===== src/hdl/hq_pkg.sv =====
`default_nettype none
package hq_pkg;

  // Queue depth and derived widths
  localparam int CAPACITY = 16;
  localparam int CNT_W    = $clog2(CAPACITY + 1);
  localparam int KEY_W    = 32;
  localparam int OCC_W    = 5;

  // Operation codes
  localparam logic OP_INSERT = 1'b0;
  localparam logic OP_REMOVE = 1'b1;

  // Status codes
  localparam logic [1:0] ST_INSERTED = 2'd0;
  localparam logic [1:0] ST_REMOVED  = 2'd1;
  localparam logic [1:0] ST_FULL     = 2'd2;
  localparam logic [1:0] ST_EMPTY    = 2'd3;

  typedef struct packed {
    logic                    operation;
    logic signed [KEY_W-1:0] key;
  } hq_in_t;

  typedef struct packed {
    logic signed [KEY_W-1:0] removed_value;
    logic [1:0]              status;
    logic [OCC_W-1:0]        occupancy;
  } hq_out_t;

  // Shift command broadcast to every cell
  typedef struct packed {
    logic insert;
    logic remove;
  } hq_cmd_t;

endpackage
`default_nettype wire


===== src/hdl/binary_max_heap_queue.sv =====
`default_nettype none
// Bounded max-priority queue of signed 32-bit keys.
// Input: pulse start with in_item (operation, key) while busy is low; the
// command is taken at that clock edge. busy never rises, so a command may
// be issued every cycle.
// Result: in the cycle after each command, out_valid is high for exactly one
// cycle with out_item (removed_value, status, occupancy). Throughput is one
// command per cycle.
// Insert places the key into a chain of CAPACITY cells kept sorted in
// descending order; every cell compares against the new key in parallel
// and hands its key to its right neighbor when it must make room. Remove
// returns the head cell and every cell takes its right neighbor's key.
// An insert into a full queue is dropped (status full); a remove from an
// empty queue answers empty with value 0.
// Reset (rst_n low, synchronous) empties the queue and clears out_valid;
// cell contents are not cleared, slots past the count are never read.
// The receiver cannot stall: each result is shown for one cycle only.
module binary_max_heap_queue (
  input  wire                   clk,
  input  wire                   rst_n,
  input  wire                   start,
  output logic                  busy,
  input  wire hq_pkg::hq_in_t   in_item,
  output logic                  out_valid,
  output hq_pkg::hq_out_t       out_item
);

  localparam int N = hq_pkg::CAPACITY;

  logic [hq_pkg::CNT_W-1:0] count_r, count_nxt;
  logic                     out_valid_r;
  hq_pkg::hq_out_t          out_r, out_nxt;
  hq_pkg::hq_cmd_t          cmd;
  logic                     accept;
  logic                     is_full, is_empty;

  logic signed [hq_pkg::KEY_W-1:0] cell_key [N];
  logic                            cell_gt  [N];

  assign busy      = 1'b0;
  assign accept    = start && !busy;
  assign is_full   = (count_r == hq_pkg::CNT_W'(N));
  assign is_empty  = (count_r == '0);

  // Decode the command and build the result
  always_comb begin
    cmd           = '0;
    count_nxt     = count_r;
    out_nxt       = '0;
    if (in_item.operation == hq_pkg::OP_INSERT) begin
      if (is_full) begin
        out_nxt.status = hq_pkg::ST_FULL;
      end else begin
        cmd.insert     = accept;
        count_nxt      = count_r + 1'b1;
        out_nxt.status = hq_pkg::ST_INSERTED;
      end
    end else begin
      if (is_empty) begin
        out_nxt.status = hq_pkg::ST_EMPTY;
      end else begin
        cmd.remove            = accept;
        count_nxt             = count_r - 1'b1;
        out_nxt.status        = hq_pkg::ST_REMOVED;
        out_nxt.removed_value = cell_key[0];
      end
    end
    out_nxt.occupancy = hq_pkg::OCC_W'(count_nxt);
  end

  // Cell chain
  for (genvar i = 0; i < N; i++) begin : g_cell
    logic signed [hq_pkg::KEY_W-1:0] left_key, right_key;
    logic                            left_gt;
    if (i == 0) begin : g_head
      assign left_key = cell_key[0];
      assign left_gt  = 1'b0;
    end else begin : g_body
      assign left_key = cell_key[i-1];
      assign left_gt  = cell_gt[i-1];
    end
    if (i == N - 1) begin : g_tail
      assign right_key = cell_key[i];
    end else begin : g_inner
      assign right_key = cell_key[i+1];
    end

    hq_cell u_cell (
      .clk         (clk),
      .cmd_i       (cmd),
      .new_key_i   (in_item.key),
      .valid_i     (hq_pkg::CNT_W'(i) < count_r),
      .left_key_i  (left_key),
      .left_gt_i   (left_gt),
      .right_key_i (right_key),
      .key_o       (cell_key[i]),
      .gt_o        (cell_gt[i])
    );
  end

  // Count and result strobe
  always_ff @(posedge clk) begin
    if (!rst_n) begin
      count_r     <= '0;
      out_valid_r <= 1'b0;
    end else begin
      out_valid_r <= accept;
      if (accept) begin
        count_r <= count_nxt;
      end
    end
  end

  // Result payload
  always_ff @(posedge clk) begin
    if (accept) begin
      out_r <= out_nxt;
    end
  end

  assign out_valid = out_valid_r;
  assign out_item  = out_r;

endmodule
`default_nettype wire


===== src/hdl/hq_cell.sv =====
`default_nettype none
// One slot of the sorted chain. Keys stay in descending order from cell 0.
module hq_cell (
  input  wire                                    clk,
  input  wire hq_pkg::hq_cmd_t                   cmd_i,
  input  wire logic signed [hq_pkg::KEY_W-1:0]   new_key_i,
  input  wire logic                              valid_i,
  input  wire logic signed [hq_pkg::KEY_W-1:0]   left_key_i,
  input  wire logic                              left_gt_i,
  input  wire logic signed [hq_pkg::KEY_W-1:0]   right_key_i,
  output logic signed [hq_pkg::KEY_W-1:0]        key_o,
  output logic                                   gt_o
);

  logic signed [hq_pkg::KEY_W-1:0] key_r;
  logic signed [hq_pkg::KEY_W-1:0] key_nxt;

  // New key belongs at or ahead of this slot
  assign gt_o  = !valid_i || (new_key_i > key_r);
  assign key_o = key_r;

  // Insert: take the left neighbor if it also moves, else the new key.
  // Remove: everything moves one slot toward the head.
  always_comb begin
    key_nxt = key_r;
    if (cmd_i.insert && gt_o) begin
      key_nxt = left_gt_i ? left_key_i : new_key_i;
    end else if (cmd_i.remove) begin
      key_nxt = right_key_i;
    end
  end

  always_ff @(posedge clk) begin
    key_r <= key_nxt;
  end

endmodule
`default_nettype wire

===== config.mk =====
export PLATFORM = sky130hd
export DESIGN_NAME = binary_max_heap_queue
export DESIGN_NICKNAME = d
export VERILOG_FILES = /design/src/hdl/hq_pkg.sv /design/src/hdl/binary_max_heap_queue.sv /design/src/hdl/hq_cell.sv
export SDC_FILE = /design/constraint.sdc
export NUM_CORES = 2
export LEC_CHECK = 0
export ABC_AREA = 0
export BUFFER_PORTS_ARGS = -buffer_cell sky130_fd_sc_hd__buf_2
export CAP_MARGIN = 5
export CORE_ASPECT_RATIO = 1.2
export CORE_MARGIN = 2
export CORE_UTILIZATION = 40
export CTS_BUF_LIST = sky130_fd_sc_hd__clkbuf_16
export CTS_CLUSTER_SIZE = 28
export DETAILED_ROUTE_END_ITERATION = 6
export SLEW_MARGIN = 20
export SYNTH_ARGS = -nofsm -noshare
export SYNTH_HDL_FRONTEND = slang
export SYNTH_SLANG_ARGS = --single-unit

===== constraint.sdc =====
create_clock -name clk -period 5.3 [get_ports clk]
set_clock_uncertainty 0.15 [all_clocks]
set_input_delay 0.53 -clock clk [delete_from_list [all_inputs] [get_ports clk]]
set_output_delay 0.53 -clock clk [all_outputs]
set_load 0.02 [all_outputs]

# --- Word level (Yosys, flattened, before mapping) ---
# Cells that the tools add are included.
totals:
  word_cells: 177
  reg_bits: 557
  ram_bits: 0
  output_inout_bits: 41
  mem_count: 0
  romBits: 0
  latchBits: 0
  in_bits: 36
classes:
  n_eq_ne: 1
  addsub: 2
  n_reduce_logical: 65
  n_lt_le_gt_ge: 32
  n_div: 0
  n_shift: 0
  mul: 0
  n_bitwise: 1
  mux: 55
op_table:
  columns: ["cell", "n"]
  rows:
  - ["2-to-1 mux 32 bit", 45]
  - ["greater-than comparator 32 bit", 16]
  - ["less-than comparator 4 x 5 -> 1 bit, first input constant", 8]
  - ["nonzero test 2 bit", 15]
  - ["less-than comparator 3 x 5 -> 1 bit, first input constant", 4]
  - ["logical AND 1 bit", 16]
  - ["logical NOT 1 bit", 16]
  - ["logical OR 1 bit", 16]
  - ["2-to-1 mux 5 bit", 3]
  - ["less-than comparator 1 x 5 -> 1 bit, first input constant", 2]
  - ["less-than comparator 2 x 5 -> 1 bit, first input constant", 2]
  - ["2-to-1 mux 2 bit", 3]
  - ["adder 5 x 1 -> 5 bit, second input constant", 1]
  - ["equality test 5 bit, second input constant", 1]
  - ["logical NOT 5 bit", 1]
  - ["subtractor 5 x 1 -> 5 bit, second input constant", 1]
  - ["2-to-1 mux 1 bit", 4]
  - ["OR reduction 2 bit", 1]
  - ["NOT 1 bit", 1]

# --- Logic depth before layout (Yosys ltp) ---
depth:
  word_depth: 5
  depth_mapped: 13
  mapped_depth_nobuf: 10

# --- Cells and area by module ---
# Synthesis repeated with hierarchy kept, for this count alone.
hier_totals:
  hier_cells: 3852
  hier_area_um2: 46221.8
by_module_without_submodules:
  columns: ["mod", "cells_each", "area_per_inst_um2", "seq_area_each_um2", "n_inst"]
  rows:
  - ["hq_cell", 230, 2758.9, 960.9, 16]
  - ["binary_max_heap_queue", 172, 2079.5, 1291.2, 1]

# --- Least setup slack after synthesis ---
# No wires, ideal clock.
synth_path:
  path_type: "input to register"
  startpoint: "input in_item[31] in the netlist's numbering"
  endpoint: "register g_cell[9].u_cell.key_r (netlist bit g_cell[9].u_cell.key_o[0]) (enable)"
  path_slack_ns: 0.113
  t_arrival_ns: 4.571
  path_stages: 9
  required_ns: 4.684
  cell_sequence: "ha_1 -> a21oi_1 -> o21ai_0 -> a2111o_1 -> a221oi_1 -> o41a_1 -> o31ai_2 -> clkbuf_1 -> o21ai_0"
synth_via:
  elab_chain_cells: 4
synth_lines:
  columns: ["item", "line_no", "rtl"]
  rows:
  - ["from (decl)", "binary_max_heap_queue.sv:23", "input wire hq_pkg::hq_in_t in_item,"]
  - ["greater-than comparator 32 bit", "hq_cell.sv:19", "assign gt_o = !valid_i || (new_key_i > key_r);"]
  - ["logical OR 1 bit", "hq_cell.sv:19", null]
  - ["logical AND 1 bit", "hq_cell.sv:26", "if (cmd_i.insert && gt_o) begin"]
  - ["nonzero test 2 bit (no source line)", null, null]
  - ["to (signal assigned)", "hq_cell.sv:34", "key_r <= key_nxt;"]
  - ["to (decl)", "hq_cell.sv:15", "logic signed [hq_pkg::KEY_W-1:0] key_r;"]
# Every way passes these cells.
# A chain may end at the register's enable or synchronous reset.

# --- Worst setup path after layout ---
layout_path:
  startpoint: "input in_item[31] in the netlist's numbering"
  endpoint: "register g_cell[9].u_cell.key_r (netlist bit g_cell[9].u_cell.key_o[5]), data pin"
layout_via:
  elab_chain_cells: 4
  elab_cells_between_ends: 7
layout_lines:
  columns: ["item", "line_no", "rtl"]
  rows:
  - ["greater-than comparator 32 bit", "hq_cell.sv:19", null]
  - ["logical OR 1 bit", "hq_cell.sv:19", null]
  - ["2-to-1 mux 32 bit / logical AND 1 bit (equally long branches)", "hq_cell.sv:27, hq_cell.sv:26", null]
  - ["2-to-1 mux 32 bit (*)", "hq_cell.sv:26", null]
  - ["named net g_cell[9].u_cell.key_nxt (one bit)", "hq_cell.sv:16", "logic signed [hq_pkg::KEY_W-1:0] key_nxt;"]
# Mark *: on every way through the listed nets, which the timed path passes. The rest lies on a longest branch.

==> out/metrics.yaml <==
yosysSeqAreaShare_pct: 40.4
timing.final.crit_share_pct: 80.1
maxSlewHeadroom_pct: 20.4
die_x_um: 297
drive_above_1_share_pct: 9.59
critPathKind: "in -> reg"
swShare_pct: 32.0
hold_path_depth: 2
power_mw: 14.1
final_util_pct: 44.6
maxSlewViolCount: 0
crit_fanout: 32
leakage_nw: 21.5
internal-power_mw: 9.59
stdcell_count: 5600
hp-class: "in -> reg"
period_minus_slack_ns: 4.25
cts_buffers: 68
dieHeight_um: 356
grt.overflow.total: 0
via_per_inst: 5.49
cp.arrival_ns: 4.44
dp_slack_ns: 0.498
critPathCaptureType: "flip-flop"
rsz0062_at_grt: "no"
grt_pass1_vias: 31302
clock_latency_ns: 0.61
hold_violations: 0
most-common-layout-cells: "551 x edfxtp_1, 544 x inv_1, 524 x a21oi_1"
syn2layout_area_growth_pct: 11.0
synthArstFlopShare_pct: 0
drc: 0
syn_avg_cell_area_sq_um: 10.0
run_status: "finished clean"
syn-num-nets: 4670
clock.fmax_ghz: 0.235
wl_per_cell_um: 19.2
setup_tns_ns: 0
ioPinCount: 77
clk_pin_slew_ns: 0.06
timing.final.ws_setup_ns: 1.05
dieArea_sq_mm: 0.106
grt_antenna_before_repair: 1
netlist_area_sq_mm: 0.0413
grt_pass1_wl_um: 173000
clkPwrFrac_pct: 31.3
reg2reg_depth: 9
start_kind: "input port"
fillers: 10008
place_congestion: 0.871
rows: 129
route.vias.total: 30752
hold-worst-slack_ns: 0.0608
synth_warnings: 0
coreArea_sq_mm: 0.103
p_sw_mw: 4.50
max-cap-violations: 0
sequentialPowerShare_pct: 43.1
cts_resized: 0
setup_viol: 0
grt_max_degree: 67
hold_buffers: 0
cts-root-buf: "clkbuf_16"
ys_ff_latch: 557
finalNetCount: 4728
worst_pin_slew_ns: 1.18
cts_tree: "yes"
ir_drop_mv: 0.260
gr-usage-all-layers_pct: 20.2
cts.path.max_buffers: 3
post-cts-setup-buffer-count: 0
syn_inst: 4119
pwr-share-comb_pct: 25.6
design_area_sq_mm: 0.0458
powerDensity_mw_per_mm2: 308
dp_hpwl_um: 84700
placed_cell_area_sq_mm: 0.0438
initial_core_util_pct: 40.2
synth-edff-count: 551
antenna_cells: 0
ys.flop_type: "edfxtp_1"
required_ns: 5.49
dr.pass1.iters: 5
dp_cells: 5482
cts_num_sinks: 557
synth.distinct_cells: 76
wl_um: 108000
htree_levels: 3
drt_iter0_markers: 2013
ant_nets: 0
final_common_cell: "edfxtp_1"
reg2reg_slack_ns: 1.07
port_buffers: 75
[worst max-delay path, cell delays in order]
cell and delay [ns]:
buf_2 0.31, buf_4 0.33, ha_1 0.20, nand4_1 0.18, nor4_1 1.03, o311ai_0 0.68, a31oi_4 0.34, buf_4 0.40
mux2i_1 0.29, a21oi_1 0.09
[power groups by stage]
stage               clock network [mW]  registers, mW  logic (mW)
global route                      4.68           6.15        4.09
global placement                     0           6.15        3.50
detailed placement                   0           6.16        3.61
floorplan                            0           6.01        2.55
CTS                               4.52           6.07        3.63
finish                            4.42           6.08        3.61
[layout make-up]
type,instances,area [sq um],area share (%)
Sequential cell,557,16700,36.4
Tap cell,1375,1720,3.75
Timing Repair Buffer,216,1530,3.35
Clock buffer,73,1830,3.99
Multi-Input combinational cell,2809,21900,47.8
Inverter,525,1970,4.30
Clock inverter,45,210,0.459
[synth_stat cells, drive strengths merged (4+ instances only)]
cell / n / area (sq um)
o21a: 17 / 128
nand4: 96 / 601
a21o: 71 / 533
ha: 515 / 6440
o211ai: 13 / 97.6
buf: 74 / 394
o311ai: 4 / 35.0
or4: 4 / 30.0
nor2b: 33 / 206
a211o: 5 / 43.8
a2bb2oi: 33 / 289
o221ai: 6 / 52.6
nand3b: 5 / 37.5
edfxtp: 551 / 16500
and4: 13 / 114
a2111o: 6 / 67.6
a31oi: 73 / 463
a221oi: 6 / 52.6
nor2: 120 / 450
mux2: 67 / 815
mux2i: 478 / 4780
dfxtp: 6 / 120
nand2: 252 / 946
inv: 525 / 1970
a211oi: 20 / 150
nor4bb: 4 / 40.0
nand2b: 15 / 93.8
a21oi: 525 / 2630
nor3: 12 / 60.1
a311oi: 33 / 289
o21ai: 178 / 891
o31ai: 8 / 65.1
nor4: 17 / 106
clkbuf: 154 / 579
o22ai: 4 / 25.0
nand3: 79 / 395
and2: 41 / 257
or3: 6 / 37.5
[layer usage]
| metal | routed length (um) | track usage [%] | vias up |
|---|---|---|---|
| li1 | - | - | 15237 |
| met5 | 0 | 0 | - |
| met2 | 52600 | 35.9 | 630 |
| met1 | 47700 | 25.7 | 14718 |
| met4 | 2850 | 6.13 | 0 |
| met3 | 4500 | 2.38 | 167 |
[cells by family (layout without fill, tap and decap cells)]
kind of cell	after synthesis	after routing	synth area share (%)
muxes	545	545	13.6
and+or+nand+nor	709	709	8.42
adders and majority gates	515	515	15.6
other	1	1	0.00908
buffers and inverters	753	859	7.13
AOI/OAI and AO/OA	1035	1035	14.8
DFF	557	557	40.4
xor gates and xnor gates	4	4	0.0849
[flip-flops by register name (all words and copies together) (netlist names)]
| name | cells |
|---|---|
| out_item | 39 |
| out_valid | 1 |
| g_cell.u_cell.key_o | 512 |
| count_r | 5 |
[worst paths after layout]
path                              startpoint                    endpoint
setup reg to reg  g_cell[8].u_cell.key_o[25]   g_cell[9].u_cell.key_o[5]
hold reg to reg   g_cell[14].u_cell.key_o[4]  g_cell[15].u_cell.key_o[4]
hold / removal                         rst_n                  count_r[0]
setup / recovery                 in_item[31]   g_cell[9].u_cell.key_o[5]
Note: power is estimated with default switching activity, not from simulation.
